### config.mk
export PLATFORM = sky130hd
export DESIGN_NAME = periodic_work_deadline_dispatcher_core
export DESIGN_NICKNAME = d
export VERILOG_FILES = /design/src/design/pwdd_pkg.sv /design/src/design/pwdd_div.sv /design/src/design/periodic_work_deadline_dispatcher_core.sv
export SDC_FILE = /design/constraint.sdc
export NUM_CORES = 2
export LEC_CHECK = 0
export BUFFER_PORTS_ARGS = -buffer_cell sky130_fd_sc_hd__buf_2
export CORE_AREA = 2 2 648 650
export DETAILED_ROUTE_END_ITERATION = 10
export DIE_AREA = 0 0 650 652
export PLACE_DENSITY = 0.63
export SLEW_MARGIN = 5
export SYNTH_ARGS = -nofsm -noshare
export SYNTH_HDL_FRONTEND = slang
export SYNTH_SLANG_ARGS = --single-unit
### constraint.sdc
create_clock -name clk_i -period 11.98 [get_ports clk_i]
set_input_delay 2.396 -clock clk_i [delete_from_list [all_inputs] [get_ports clk_i]]
set_output_delay 2.396 -clock clk_i [all_outputs]
set_load 0.01 [all_outputs]
### src/design/pwdd_pkg.sv
// Package for the periodic work deadline dispatcher.
// Sizes, codes and the sequencer state type; no dependencies.
package pwdd_pkg;

  localparam int WORK_SLOTS  = 16;
  localparam int PRIO_LEVELS = 4;

  localparam int SLOT_W = (WORK_SLOTS > 1) ? $clog2(WORK_SLOTS) : 1;
  localparam int CNT_W  = $clog2(WORK_SLOTS + 1);
  localparam int CP_N   = 2 * PRIO_LEVELS;
  localparam int CP_W   = $clog2(CP_N);
  localparam int PR_W   = $clog2(PRIO_LEVELS + 1);

  localparam int CFG_IDX_W = 1;
  localparam logic [CFG_IDX_W-1:0] CFG_PASS_ENABLED = 1'b0;
  localparam logic [CFG_IDX_W-1:0] CFG_MAX_FIRES    = 1'b1;

  localparam logic [1:0] STAT_FIRED = 2'd0;
  localparam logic [1:0] STAT_DONE  = 2'd1;
  localparam logic [1:0] STAT_REG   = 2'd2;
  localparam logic [1:0] STAT_REJ   = 2'd3;

  typedef enum logic [3:0] {
    ST_IDLE,
    ST_REG,
    ST_PRIO,
    ST_LOOP,
    ST_SCAN,
    ST_CHECK,
    ST_DIV_LOSS,
    ST_DIV_MEAN,
    ST_EMIT,
    ST_DONE
  } seq_state_e;

endpackage

### src/design/pwdd_div.sv
// Shared radix-2 restoring divider, 64-bit dividend by 32-bit divisor.
// One quotient bit per cycle; stand-alone, no package use.
module pwdd_div (
  input  logic        clk_i,
  input  logic        rst_ni,
  input  logic        start_i,
  input  logic [63:0] dividend_i,
  input  logic [31:0] divisor_i,
  output logic        done_o,
  output logic [63:0] quo_o,
  output logic [31:0] rem_o
);

  logic        busy_q;
  logic        done_q;
  logic [5:0]  cnt_q;
  logic [63:0] quo_q;
  logic [31:0] rem_q;
  logic [31:0] div_q;
  logic [32:0] sh;
  logic [32:0] sub;
  logic        ge;

  assign sh  = {rem_q, quo_q[63]};
  assign sub = sh - {1'b0, div_q};
  assign ge  = (sh >= {1'b0, div_q});

  always_ff @(posedge clk_i or negedge rst_ni) begin
    if (!rst_ni) begin
      busy_q <= 1'b0;
      done_q <= 1'b0;
      cnt_q  <= '0;
    end else begin
      done_q <= 1'b0;
      if (start_i) begin
        busy_q <= 1'b1;
        cnt_q  <= '0;
      end else if (busy_q) begin
        cnt_q <= cnt_q + 6'd1;
        if (cnt_q == 6'd63) begin
          busy_q <= 1'b0;
          done_q <= 1'b1;
        end
      end
    end
  end

  always_ff @(posedge clk_i) begin
    if (start_i) begin
      quo_q <= dividend_i;
      rem_q <= '0;
      div_q <= divisor_i;
    end else if (busy_q) begin
      quo_q <= {quo_q[62:0], ge};
      rem_q <= ge ? sub[31:0] : sh[31:0];
    end
  end

  assign done_o = done_q;
  assign quo_o  = quo_q;
  assign rem_o  = rem_q;

endmodule

### src/design/periodic_work_deadline_dispatcher_core.sv
// Top level of the periodic work deadline dispatcher: work table, sequencer.
// Uses pwdd_pkg and the shared divider pwdd_div.
//
//   channel | direction | handshake                 | word
//   in      | to core   | in_valid_i / in_ready_o   | cmd, slot, interval, class, prio, now
//   out     | from core | out_valid_o / out_ready_i | status, slot, count, mean loss, last
//   cfg     | to core   | cfg_valid_i / cfg_ready_o | register index, data
//
// An execute pass runs, per priority, one slot scan per fire attempt plus up to
// two runs of the shared divider per fire; the divider sets the pace. One word
// at a time.
// Reset clears the valid bits and per class-and-priority counts. A stalled out channel
// holds the sequencer at the next result.
module periodic_work_deadline_dispatcher_core (
  input  logic                           clk_i,
  input  logic                           rst_ni,
  input  logic                           in_valid_i,
  output logic                           in_ready_o,
  input  logic                           cmd_i,
  input  logic [3:0]                     slot_i,
  input  logic [31:0]                    interval_i,
  input  logic                           time_class_i,
  input  logic [1:0]                     priority_req_i,
  input  logic [63:0]                    now_value_i,
  output logic                           out_valid_o,
  input  logic                           out_ready_i,
  output logic [1:0]                     status_o,
  output logic [3:0]                     fired_slot_o,
  output logic [31:0]                    times_fired_o,
  output logic [63:0]                    mean_loss_o,
  output logic                           last_o,
  input  logic                           cfg_valid_i,
  output logic                           cfg_ready_o,
  input  logic [pwdd_pkg::CFG_IDX_W-1:0] cfg_index_i,
  input  logic [7:0]                     cfg_data_i
);

  localparam int NS = pwdd_pkg::WORK_SLOTS;
  localparam int SW = pwdd_pkg::SLOT_W;

  // config
  logic       pass_en_q;
  logic [7:0] max_fires_q;

  // work table
  logic        valid_q [NS];
  logic        cls_tab [NS];
  logic [1:0]  prio_tab [NS];
  logic [31:0] ival_tab [NS];
  logic [63:0] due_tab [NS];
  logic [31:0] fc_tab [NS];
  logic [63:0] loss_tab [NS];
  logic [pwdd_pkg::CNT_W-1:0] cnt_q [pwdd_pkg::CP_N];
  logic [pwdd_pkg::CNT_W-1:0] cnt_d [pwdd_pkg::CP_N];

  // captured word
  logic        cls_q;
  logic [63:0] now_q;
  logic [31:0] ival_q;
  logic [1:0]  preq_q;
  logic [3:0]  slot_q;
  logic        rej_q;

  // sequencer
  pwdd_pkg::seq_state_e state_q, state_d;
  logic [SW-1:0]             rd_idx_q, rd_idx_d;
  logic [SW-1:0]             best_q, best_d;
  logic [63:0]               best_due_q, best_due_d;
  logic                      found_q, found_d;
  logic [pwdd_pkg::PR_W-1:0] prio_q, prio_d;
  logic [pwdd_pkg::CNT_W-1:0] size_q, size_d;
  logic [pwdd_pkg::CNT_W-1:0] done_q, done_d;
  logic [7:0]                exec_q, exec_d;

  // output register
  logic        out_valid_q;
  logic [1:0]  out_status_q;
  logic [3:0]  out_slot_q;
  logic [31:0] out_times_q;
  logic [63:0] out_mean_q;
  logic        out_last_q;

  logic        out_free;
  logic        in_acc;
  logic        load_out;
  logic [1:0]  ld_status;
  logic [3:0]  ld_slot;
  logic [31:0] ld_times;
  logic [63:0] ld_mean;
  logic        ld_last;

  // table-side signals
  logic        reg_we;
  logic        fire_we;
  logic        loss_we;
  logic [31:0] fc_new;
  logic [63:0] due_new;
  logic [64:0] due_sum;
  logic [63:0] diff;
  logic [63:0] lost;
  logic [64:0] loss_sum;
  logic [63:0] loss_new;
  logic        scan_match;
  logic [pwdd_pkg::CP_W-1:0] cp_sel;
  logic [pwdd_pkg::CP_W-1:0] cp_old;
  logic [pwdd_pkg::CP_W-1:0] cp_new;

  // divider
  logic        div_start;
  logic [63:0] div_a;
  logic [31:0] div_b;
  logic        div_done;
  logic [63:0] div_quo;
  logic [31:0] div_rem;

  pwdd_div u_div (
    .clk_i      (clk_i),
    .rst_ni     (rst_ni),
    .start_i    (div_start),
    .dividend_i (div_a),
    .divisor_i  (div_b),
    .done_o     (div_done),
    .quo_o      (div_quo),
    .rem_o      (div_rem)
  );

  assign cfg_ready_o = 1'b1;
  assign in_ready_o  = (state_q == pwdd_pkg::ST_IDLE);
  assign in_acc      = in_valid_i && in_ready_o;
  assign out_free    = !out_valid_q || out_ready_i;

  assign out_valid_o   = out_valid_q;
  assign status_o      = out_status_q;
  assign fired_slot_o  = out_slot_q;
  assign times_fired_o = out_times_q;
  assign mean_loss_o   = out_mean_q;
  assign last_o        = out_last_q;

  // datapath around the addressed slot
  assign fc_new   = (fc_tab[rd_idx_q] == 32'hFFFF_FFFF) ? fc_tab[rd_idx_q]
                                                        : fc_tab[rd_idx_q] + 32'd1;
  assign due_sum  = {1'b0, due_tab[rd_idx_q]} + {33'b0, ival_tab[rd_idx_q]};
  assign due_new  = due_sum[64] ? 64'hFFFF_FFFF_FFFF_FFFF : due_sum[63:0];
  assign diff     = now_q - due_tab[rd_idx_q];
  assign lost     = diff - {32'b0, div_rem};
  assign loss_sum = {1'b0, loss_tab[rd_idx_q]} + {1'b0, lost};
  assign loss_new = loss_sum[64] ? 64'hFFFF_FFFF_FFFF_FFFF : loss_sum[63:0];

  assign scan_match = valid_q[rd_idx_q] && (cls_tab[rd_idx_q] == cls_q) &&
                      (32'(prio_tab[rd_idx_q]) == 32'(prio_q));

  assign cp_sel = pwdd_pkg::CP_W'(32'(cls_q) * pwdd_pkg::PRIO_LEVELS + 32'(prio_q));
  assign cp_old = pwdd_pkg::CP_W'(32'(cls_tab[rd_idx_q]) * pwdd_pkg::PRIO_LEVELS
                                  + 32'(prio_tab[rd_idx_q]));
  assign cp_new = pwdd_pkg::CP_W'(32'(cls_q) * pwdd_pkg::PRIO_LEVELS + 32'(preq_q));

  always_comb begin
    for (int e = 0; e < pwdd_pkg::CP_N; e++) begin
      cnt_d[e] = cnt_q[e];
      if (reg_we && valid_q[rd_idx_q] && (32'(cp_old) == e) && (cnt_q[e] != '0)) begin
        cnt_d[e] = cnt_d[e] - 1'b1;
      end
      if (reg_we && (32'(cp_new) == e)) begin
        cnt_d[e] = cnt_d[e] + 1'b1;
      end
    end
  end

  always_comb begin
    state_d    = state_q;
    rd_idx_d   = rd_idx_q;
    best_d     = best_q;
    best_due_d = best_due_q;
    found_d    = found_q;
    prio_d     = prio_q;
    size_d     = size_q;
    done_d     = done_q;
    exec_d     = exec_q;
    load_out   = 1'b0;
    ld_status  = pwdd_pkg::STAT_DONE;
    ld_slot    = '0;
    ld_times   = '0;
    ld_mean    = '0;
    ld_last    = 1'b1;
    reg_we     = 1'b0;
    fire_we    = 1'b0;
    loss_we    = 1'b0;
    div_start  = 1'b0;
    div_a      = loss_tab[rd_idx_q];
    div_b      = fc_new;
    case (state_q)
      pwdd_pkg::ST_IDLE: begin
        if (in_acc) begin
          if (!cmd_i) begin
            rd_idx_d = SW'(slot_i);
            state_d  = pwdd_pkg::ST_REG;
          end else if (pass_en_q) begin
            prio_d  = '0;
            exec_d  = '0;
            state_d = pwdd_pkg::ST_PRIO;
          end else begin
            state_d = pwdd_pkg::ST_DONE;
          end
        end
      end
      pwdd_pkg::ST_REG: begin
        if (out_free) begin
          load_out  = 1'b1;
          ld_slot   = slot_q;
          ld_status = rej_q ? pwdd_pkg::STAT_REJ : pwdd_pkg::STAT_REG;
          reg_we    = !rej_q;
          state_d   = pwdd_pkg::ST_IDLE;
        end
      end
      pwdd_pkg::ST_PRIO: begin
        if (32'(prio_q) == pwdd_pkg::PRIO_LEVELS) begin
          state_d = pwdd_pkg::ST_DONE;
        end else begin
          size_d  = cnt_q[cp_sel];
          done_d  = '0;
          state_d = pwdd_pkg::ST_LOOP;
        end
      end
      pwdd_pkg::ST_LOOP: begin
        if (done_q >= size_q) begin
          prio_d  = prio_q + 1'b1;
          state_d = pwdd_pkg::ST_PRIO;
        end else begin
          rd_idx_d = '0;
          found_d  = 1'b0;
          state_d  = pwdd_pkg::ST_SCAN;
        end
      end
      pwdd_pkg::ST_SCAN: begin
        if (scan_match && (!found_q || (due_tab[rd_idx_q] < best_due_q))) begin
          found_d    = 1'b1;
          best_d     = rd_idx_q;
          best_due_d = due_tab[rd_idx_q];
        end
        if (32'(rd_idx_q) == NS - 1) begin
          rd_idx_d = best_d;
          state_d  = pwdd_pkg::ST_CHECK;
        end else begin
          rd_idx_d = rd_idx_q + 1'b1;
        end
      end
      pwdd_pkg::ST_CHECK: begin
        if (!found_q || (now_q < best_due_q)) begin
          prio_d  = prio_q + 1'b1;
          state_d = pwdd_pkg::ST_PRIO;
        end else begin
          fire_we   = 1'b1;
          div_start = 1'b1;
          if (now_q > due_new) begin
            div_a   = now_q - due_new;
            div_b   = ival_tab[rd_idx_q];
            state_d = pwdd_pkg::ST_DIV_LOSS;
          end else begin
            state_d = pwdd_pkg::ST_DIV_MEAN;
          end
        end
      end
      pwdd_pkg::ST_DIV_LOSS: begin
        if (div_done) begin
          // due already advanced, so diff is now minus the new due
          loss_we   = 1'b1;
          div_start = 1'b1;
          div_a     = loss_new;
          div_b     = fc_tab[rd_idx_q];
          state_d   = pwdd_pkg::ST_DIV_MEAN;
        end
      end
      pwdd_pkg::ST_DIV_MEAN: begin
        if (div_done) begin
          state_d = pwdd_pkg::ST_EMIT;
        end
      end
      pwdd_pkg::ST_EMIT: begin
        if (out_free) begin
          load_out  = 1'b1;
          ld_status = pwdd_pkg::STAT_FIRED;
          ld_slot   = 4'(rd_idx_q);
          ld_times  = fc_tab[rd_idx_q];
          ld_mean   = div_quo;
          ld_last   = 1'b0;
          done_d    = done_q + 1'b1;
          exec_d    = exec_q + 8'd1;
          if (exec_d >= max_fires_q) begin
            prio_d  = prio_q + 1'b1;
            state_d = pwdd_pkg::ST_PRIO;
          end else begin
            state_d = pwdd_pkg::ST_LOOP;
          end
        end
      end
      pwdd_pkg::ST_DONE: begin
        if (out_free) begin
          load_out = 1'b1;
          state_d  = pwdd_pkg::ST_IDLE;
        end
      end
      default: begin
        state_d = pwdd_pkg::ST_IDLE;
      end
    endcase
  end

  always_ff @(posedge clk_i or negedge rst_ni) begin
    if (!rst_ni) begin
      state_q     <= pwdd_pkg::ST_IDLE;
      out_valid_q <= 1'b0;
      pass_en_q   <= 1'b0;
      max_fires_q <= 8'd255;
      for (int e = 0; e < pwdd_pkg::CP_N; e++) begin
        cnt_q[e] <= '0;
      end
      for (int s = 0; s < NS; s++) begin
        valid_q[s] <= 1'b0;
      end
    end else begin
      state_q <= state_d;
      if (load_out) begin
        out_valid_q <= 1'b1;
      end else if (out_ready_i) begin
        out_valid_q <= 1'b0;
      end
      if (cfg_valid_i) begin
        case (cfg_index_i)
          pwdd_pkg::CFG_PASS_ENABLED: pass_en_q   <= cfg_data_i[0];
          pwdd_pkg::CFG_MAX_FIRES:    max_fires_q <= cfg_data_i;
          default: ;
        endcase
      end
      cnt_q <= cnt_d;
      if (reg_we) begin
        valid_q[rd_idx_q] <= 1'b1;
      end
    end
  end

  always_ff @(posedge clk_i) begin
    rd_idx_q   <= rd_idx_d;
    best_q     <= best_d;
    best_due_q <= best_due_d;
    found_q    <= found_d;
    prio_q     <= prio_d;
    size_q     <= size_d;
    done_q     <= done_d;
    exec_q     <= exec_d;
    if (in_acc) begin
      cls_q  <= time_class_i;
      now_q  <= now_value_i;
      ival_q <= interval_i;
      preq_q <= priority_req_i;
      slot_q <= slot_i;
      rej_q  <= (interval_i == 32'd0) || (32'(slot_i) >= NS) ||
                (32'(priority_req_i) >= pwdd_pkg::PRIO_LEVELS);
    end
    if (load_out) begin
      out_status_q <= ld_status;
      out_slot_q   <= ld_slot;
      out_times_q  <= ld_times;
      out_mean_q   <= ld_mean;
      out_last_q   <= ld_last;
    end
    if (reg_we) begin
      cls_tab[rd_idx_q]  <= cls_q;
      prio_tab[rd_idx_q] <= preq_q;
      ival_tab[rd_idx_q] <= ival_q;
      due_tab[rd_idx_q]  <= '0;
      fc_tab[rd_idx_q]   <= '0;
      loss_tab[rd_idx_q] <= '0;
    end
    if (fire_we) begin
      fc_tab[rd_idx_q]  <= fc_new;
      due_tab[rd_idx_q] <= due_new;
    end
    if (loss_we) begin
      loss_tab[rd_idx_q] <= loss_new;
    end
  end

endmodule

---- Word level (Yosys, flattened, before mapping) ----
Memories as Yosys holds them, arrays and structs flattened. A register that Yosys moved wholly into a read port is not among the register bits.
Cells that the tools add are included.
word-level totals
  flip-flop bits (word level) ............. 507
  RAM bits ................................ 3120
  bits of input ports ..................... 118
  word-level logic and storage cells ...... 338
  memories ................................ 6
memory list
  name      words  width  read ports  clocked after memory_dff  wr ports  line                                          source
  due_tab   16     64     1           1                         1         periodic_work_deadline_dispatcher_core.sv:50  logic [63:0] due_tab [NS];
  loss_tab  16     64     1           1                         1         periodic_work_deadline_dispatcher_core.sv:52  logic [63:0] loss_tab [NS];
  fc_tab    16     32     1           1                         1         periodic_work_deadline_dispatcher_core.sv:51  logic [31:0] fc_tab [NS];
  ival_tab  16     32     1           1                         1         periodic_work_deadline_dispatcher_core.sv:49  logic [31:0] ival_tab [NS];
  prio_tab  16     2      1           1                         1         periodic_work_deadline_dispatcher_core.sv:48  logic [1:0] prio_tab [NS];
  cls_tab   16     1      1           1                         1         periodic_work_deadline_dispatcher_core.sv:47  logic cls_tab [NS];
cells by class
  add/subtract/negate cells ............... 31
  order comparisons ....................... 9
  equality and inequality tests ........... 44
  mux-type cells .......................... 119
  bitwise operators ....................... 8
  reductions and logical operators ........ 68
operators by type and width
  operator                                                            count
  64-bit 2-to-1 mux                                                   9
  32-bit 2-to-1 mux                                                   6
  64-bit < comparator                                                 2
  64-bit one-hot mux with 2 select lines                              1
  64-bit subtractor                                                   2
  5-bit 2-to-1 mux                                                    20
  4-bit 2-to-1 mux                                                    22
  64-bit by 32-bit adder with 65-bit output                           1
  64-bit by 64-bit adder with 65-bit output                           1
  64-bit > comparator                                                 1
  32-bit one-hot mux with 2 select lines                              1
  64-bit by 32-bit subtractor with 64-bit output                      1
  5-bit by 1-bit adder with 5-bit output, second input constant       9
  5-bit nonzero test                                                  8
  5-bit by 1-bit subtractor with 5-bit output, second input constant  8
  4-bit one-hot mux with 9 select lines                               1
  33-bit by 32-bit >= comparator with 1-bit output                    1
  32-bit by 1-bit adder with 32-bit output, second input constant     1
  32-bit == test, second input constant                               1
  32-bit logical NOT                                                  1
  1-bit 2-to-1 mux                                                    32
  8-bit 2-to-1 mux                                                    4
  32-bit subtractor                                                   1
  1-bit logical AND                                                   30
  other kinds (56)                                                    115

---- Depth between registers and ports, before layout ----
  word-level depth ........................ 11
  gate-level depth with buffers ........... 46

---- Modules after synthesis ----
From an unflattened synthesis, not the netlist that was laid out.
unflattened totals
  cell total of the unflattened synthesis .. 9200
  area, all modules ....................... 160422.6 sq um
by module, submodules not included
  module                                  times used  cells an instance  area each (sq um)  sequential area each (sq um)
  periodic_work_deadline_dispatcher_core  1           8594               153180.7           104570.3
  pwdd_div                                1           606                7241.9             3723.6

---- Worst setup path before layout ----
No wires, ideal clock.
  kind .................................... register to register
  start ................................... reg with a tool-made name
  end ..................................... reg found_q, enable pin
  data arrival time ....................... 10.353 ns
  required time ........................... 11.669 ns
  path slack .............................. 1.316 ns
  cell stages (with the launch flop) ...... 30
  path buffers ............................ 13
  clock period less this slack ............ 10.664 ns
  path through ............................ dfxtp_1 > buf_6 > buf_12 > buf_12 > buf_12 > buf_12 > buf_12 > buf_12 > buf_12 > buf_6 > buf_4 > buf_2 > buf_2 > buf_2 > mux4_2 > mux2_2 > nand2_1 > o21a_1 > inv_1 > ha_1 > a21o_1 > a21o_1 > a21oi_1 > o21ai_0 > a2111oi_0 > o21ai_0 > a31oi_1 > a21boi_1 > nor3_1 > or2_2
RTL lines
  element               line                                           source
  end signal, assigned  periodic_work_deadline_dispatcher_core.sv:345  found_q <= found_d;
  end, declared         periodic_work_deadline_dispatcher_core.sv:69   logic found_q, found_d;

==> flow_metrics.tcl <==
set metrics [dict create \
    clock_path_buffers 4 \
    htree_levels 5 \
    fin_ws_ns 0.749 \
    wl_per_cell_microns 31.6 \
    holdBufCountCts 0 \
    timing.final.crit_share_pct 93.7 \
    cts_setup_buffers 0 \
    drc 0 \
    synth_top_family_by_area "multiplexers" \
    fmax_mhz 89.0 \
    endpoint_kind "flop" \
    slowest_stage "a2111oi_1" \
    hp-start "valid_q[1]" \
    p_int_mw 20.6 \
    ys_seq_elements 3631 \
    vdd_drop_max_mv 0.115 \
    hold_viol 0 \
    hp-class "flop to flop" \
    finalWirelength_microns 493000 \
    syn2layout_area_growth_pct 12.9 \
    clkPwrFrac_pct 46.3 \
    grt_max_degree 137 \
    synth_nets 10000 \
    boundaryPins 224 \
    yosys-top-cells-count "edfxtp_1 (3517), mux4_2 (928), nor2_1 (528)" \
    maxCapViolCount 0 \
    r2r_cells 29 \
    worstReg2RegEnd "loss_tab[13][55]" \
    criticalPathCategory "flop to flop" \
    rsz0062_at_grt "false" \
    syn_area_sq_um 162000 \
    vias 91900 \
    die_y_microns 652 \
    cp.buffers_inverters 4 \
    placedCellCount 14900 \
    preCtsSetupSlack_ns 0.897 \
    swShare_pct 19.8 \
    hpwl_microns 317000 \
    cts_inserted_buffers 379 \
    yosys_warnings 0 \
    critPathRequiredTime_ns 12.58 \
    antenna_found_initial 25 \
    cts_tree "yes" \
    hold_path_depth 1 \
    initial_utilization_pct 38.9 \
    yosysTopAreaCell "edfxtp_1" \
    post_cts_resized 0 \
    num-nets-final 10400 \
    ys_seq_area_share_pct 66.9 \
    gp_congestion 0.958 \
    fin_worst_skew_ns 0.102 \
    cp.arrival_ns 11.83 \
    postLayoutCellArea_sq_um 183000 \
    p_seq_share_pct 53.5 \
    crit_fanout 49 \
    p_switching_mw 5.09 \
    p_comb_share_pct 0.2 \
    syn_area_per_cell_sq_um 17.2 \
    grt_usage_pct 22.8 \
    p_leak_nw 68.6 \
    synth_edf_count 3517 \
    io_buffers 222 \
    hold_end "valid_q[1]" \
    setup_viol 0 \
    total_power_mw 25.7 \
    worst_pin_slew_ns 1.33 \
    synth-simple-area-share_pct 4.97 \
    max_slew_margin_pct 10.8 \
    synth.mux.area_fraction_pct 14.4 \
    firstDrtPassIters 6 \
    whs_ns 0.470 \
    netlist-cell-type-count 111 \
    synth_top_area_share_pct 65.3 \
    synth_xor_area_share_pct 1.87 \
    synthAdderAreaFrac_pct 4.02 \
    drive_above_1_share_pct 21.0 \
    worst_setup_path_start_kind "flop" \
    dieArea_sq_um 424000 \
    grt_pass1_vias 91800 \
    fin_cells 15600 \
    grt_pass1_wl_microns 693000 \
    fin_crit_ns 11.23 \
    utilization_pct 43.9 \
    synth_compound_area_share_pct 5.52 \
    drt-initial-drc-count 10200 \
    synth.most_common_cell "edfxtp_1" \
    overflow 0 \
    clkSinkCount 3631 \
    path_common_cell "a21o_1" \
    cts_root_buf "clkbuf_16" \
    coreArea_sq_um 416000 \
    rows 237 \
    ys.flop_type "edfxtp_1" \
    status "complete, no violations" \
    clk_pin_slew_worst_paths_ns 0.06 \
    synthArstFlopShare_pct 2.15 \
    cp_slowest_stage_delay_ns 0.72 \
    ant_nets 0 \
    critPathTopFamily "compound AO/OA/AOI/OAI gates" \
    syn-instance-count 9406 \
    die_w_microns 650 \
    vias_per_cell 5.88 \
    power_density_nw_per_um2 141 \
    r2r_slack_ns 0.75 \
    tns_ns 0 \
    worstSkewPairLatency_ns 1.01 \
    synth_area_leaders "edfxtp_1 (65%), mux4_2 (13%), ha_1 (3.6%)" \
    placed_cell_area_sq_um 170000 \
    slew_viol_final 0 \
]
## area by class of cell
| class | instances | area (sq um) |
|---|---|---|
| diodes | 25 | 62.6 |
| clock buffers | 455 | 9880 |
| repair buffers | 421 | 2980 |
| fillers | 35800 | 233000 |
| multi-input cells | 4970 | 50300 |
| well taps | 5497 | 6880 |
| inverters | 393 | 1490 |
| flip-flops and latches | 3631 | 108000 |
| clock inverters | 236 | 2690 |
## worst max path at each step
stage | start | to | slack (ns) | depth (start not counted)
after global placement | flop | u_div.quo_o[13] | 0.95 | 27
final | flop | loss_tab[13][55] | 0.75 | 29
after CTS | flop | loss_tab[3][55] | 0.88 | 29
after global routing | flop | loss_tab[3][55] | 0.32 | 29
after detailed placement | flop | loss_tab[13][55] | 0.90 | 29
after floorplan | flop | found_q | 1.32 | 29
## cells by family after synthesis
group                      after synthesis
adders and majority gates              498
AOI/OAI and AO/OA                     1384
other                                    1
DFF                                   3631
muxes                                 1109
and+or+nand+nor                       1632
xor gates and xnor gates               346
buffers and inverters                  805
## sequential cells by signal, summed over array words and instances, names as in the netlist, 40 cells and up, named ones only
register	flops
due_tab	1024
loss_tab	1024
fc_tab	512
ival_tab	512
best_due_q	64
mean_loss_o	64
now_q	64
u_div.quo_o	64
cnt_q	40
## worst register-to-register path: cells and delay by family (launching register included)
kind            cells  cell delay [ns]
buf+inv             4             1.18
flops               1             0.56
simple gates        8             2.54
fa+ha+maj           2             0.81
compound gates     13             4.66
mux                 2             1.12
## power by group through the flow
| stage | clock network [mW] | logic, mW | registers, mW |
|---|---|---|---|
| global placement | 0 | 0.0589 | 14.0 |
| CTS | 12.1 | 0.0609 | 13.7 |
| floorplan | 0 | 0.0134 | 14.0 |
| global route | 12.6 | 0.0626 | 13.7 |
| detailed placement | 0 | 0.0603 | 14.0 |
| finish | 11.9 | 0.0578 | 13.7 |
## metal layers
metal  wire, microns  track usage (%)
met3           37900             3.81
met1          193000             29.9
met4           23900             9.54
met2          238000             37.6
met5             110                0
## layout by cell type, fill, tap and decap left out, types with 32 or more instances in the layout
master | Yosys | final
xnor2_1 | 207 | 207
nand2_1 | 371 | 370
nor2b_1 | 59 | 58
xor2_1 | 139 | 139
mux4_2 | 928 | 928
nand3_1 | 118 | 117
mux2i_1 | 107 | 107
and3_1 | 126 | 124
a21o_1 | 224 | 224
dfxtp_1 | 36 | 32
inv_1 | 386 | 386
o21ai_0 | 266 | 266
a21oi_1 | 412 | 405
a211oi_1 | 43 | 41
or2_2 | 34 | 34
o21bai_1 | 42 | 42
clkbuf_16 | 0 | 382
clkinv_1 | 4 | 84
buf_2 | 89 | 221
mux2_2 | 42 | 42
edfxtp_1 | 3517 | 3517
ha_1 | 462 | 462
bufinv_16 | 0 | 42
fa_1 | 36 | 36
nand4_1 | 85 | 85
nor2_1 | 528 | 473
clkinv_2 | 0 | 56
nor2_4 | 4 | 57
clkbuf_1 | 220 | 68
nor3_1 | 89 | 87
o21a_1 | 44 | 44
nand2b_1 | 41 | 39
a31oi_1 | 48 | 47
a22oi_1 | 32 | 32
buf_4 | 52 | 168
and2_1 | 45 | 43
dfrtp_1 | 70 | 69
(Power assumes the default switching activity.)
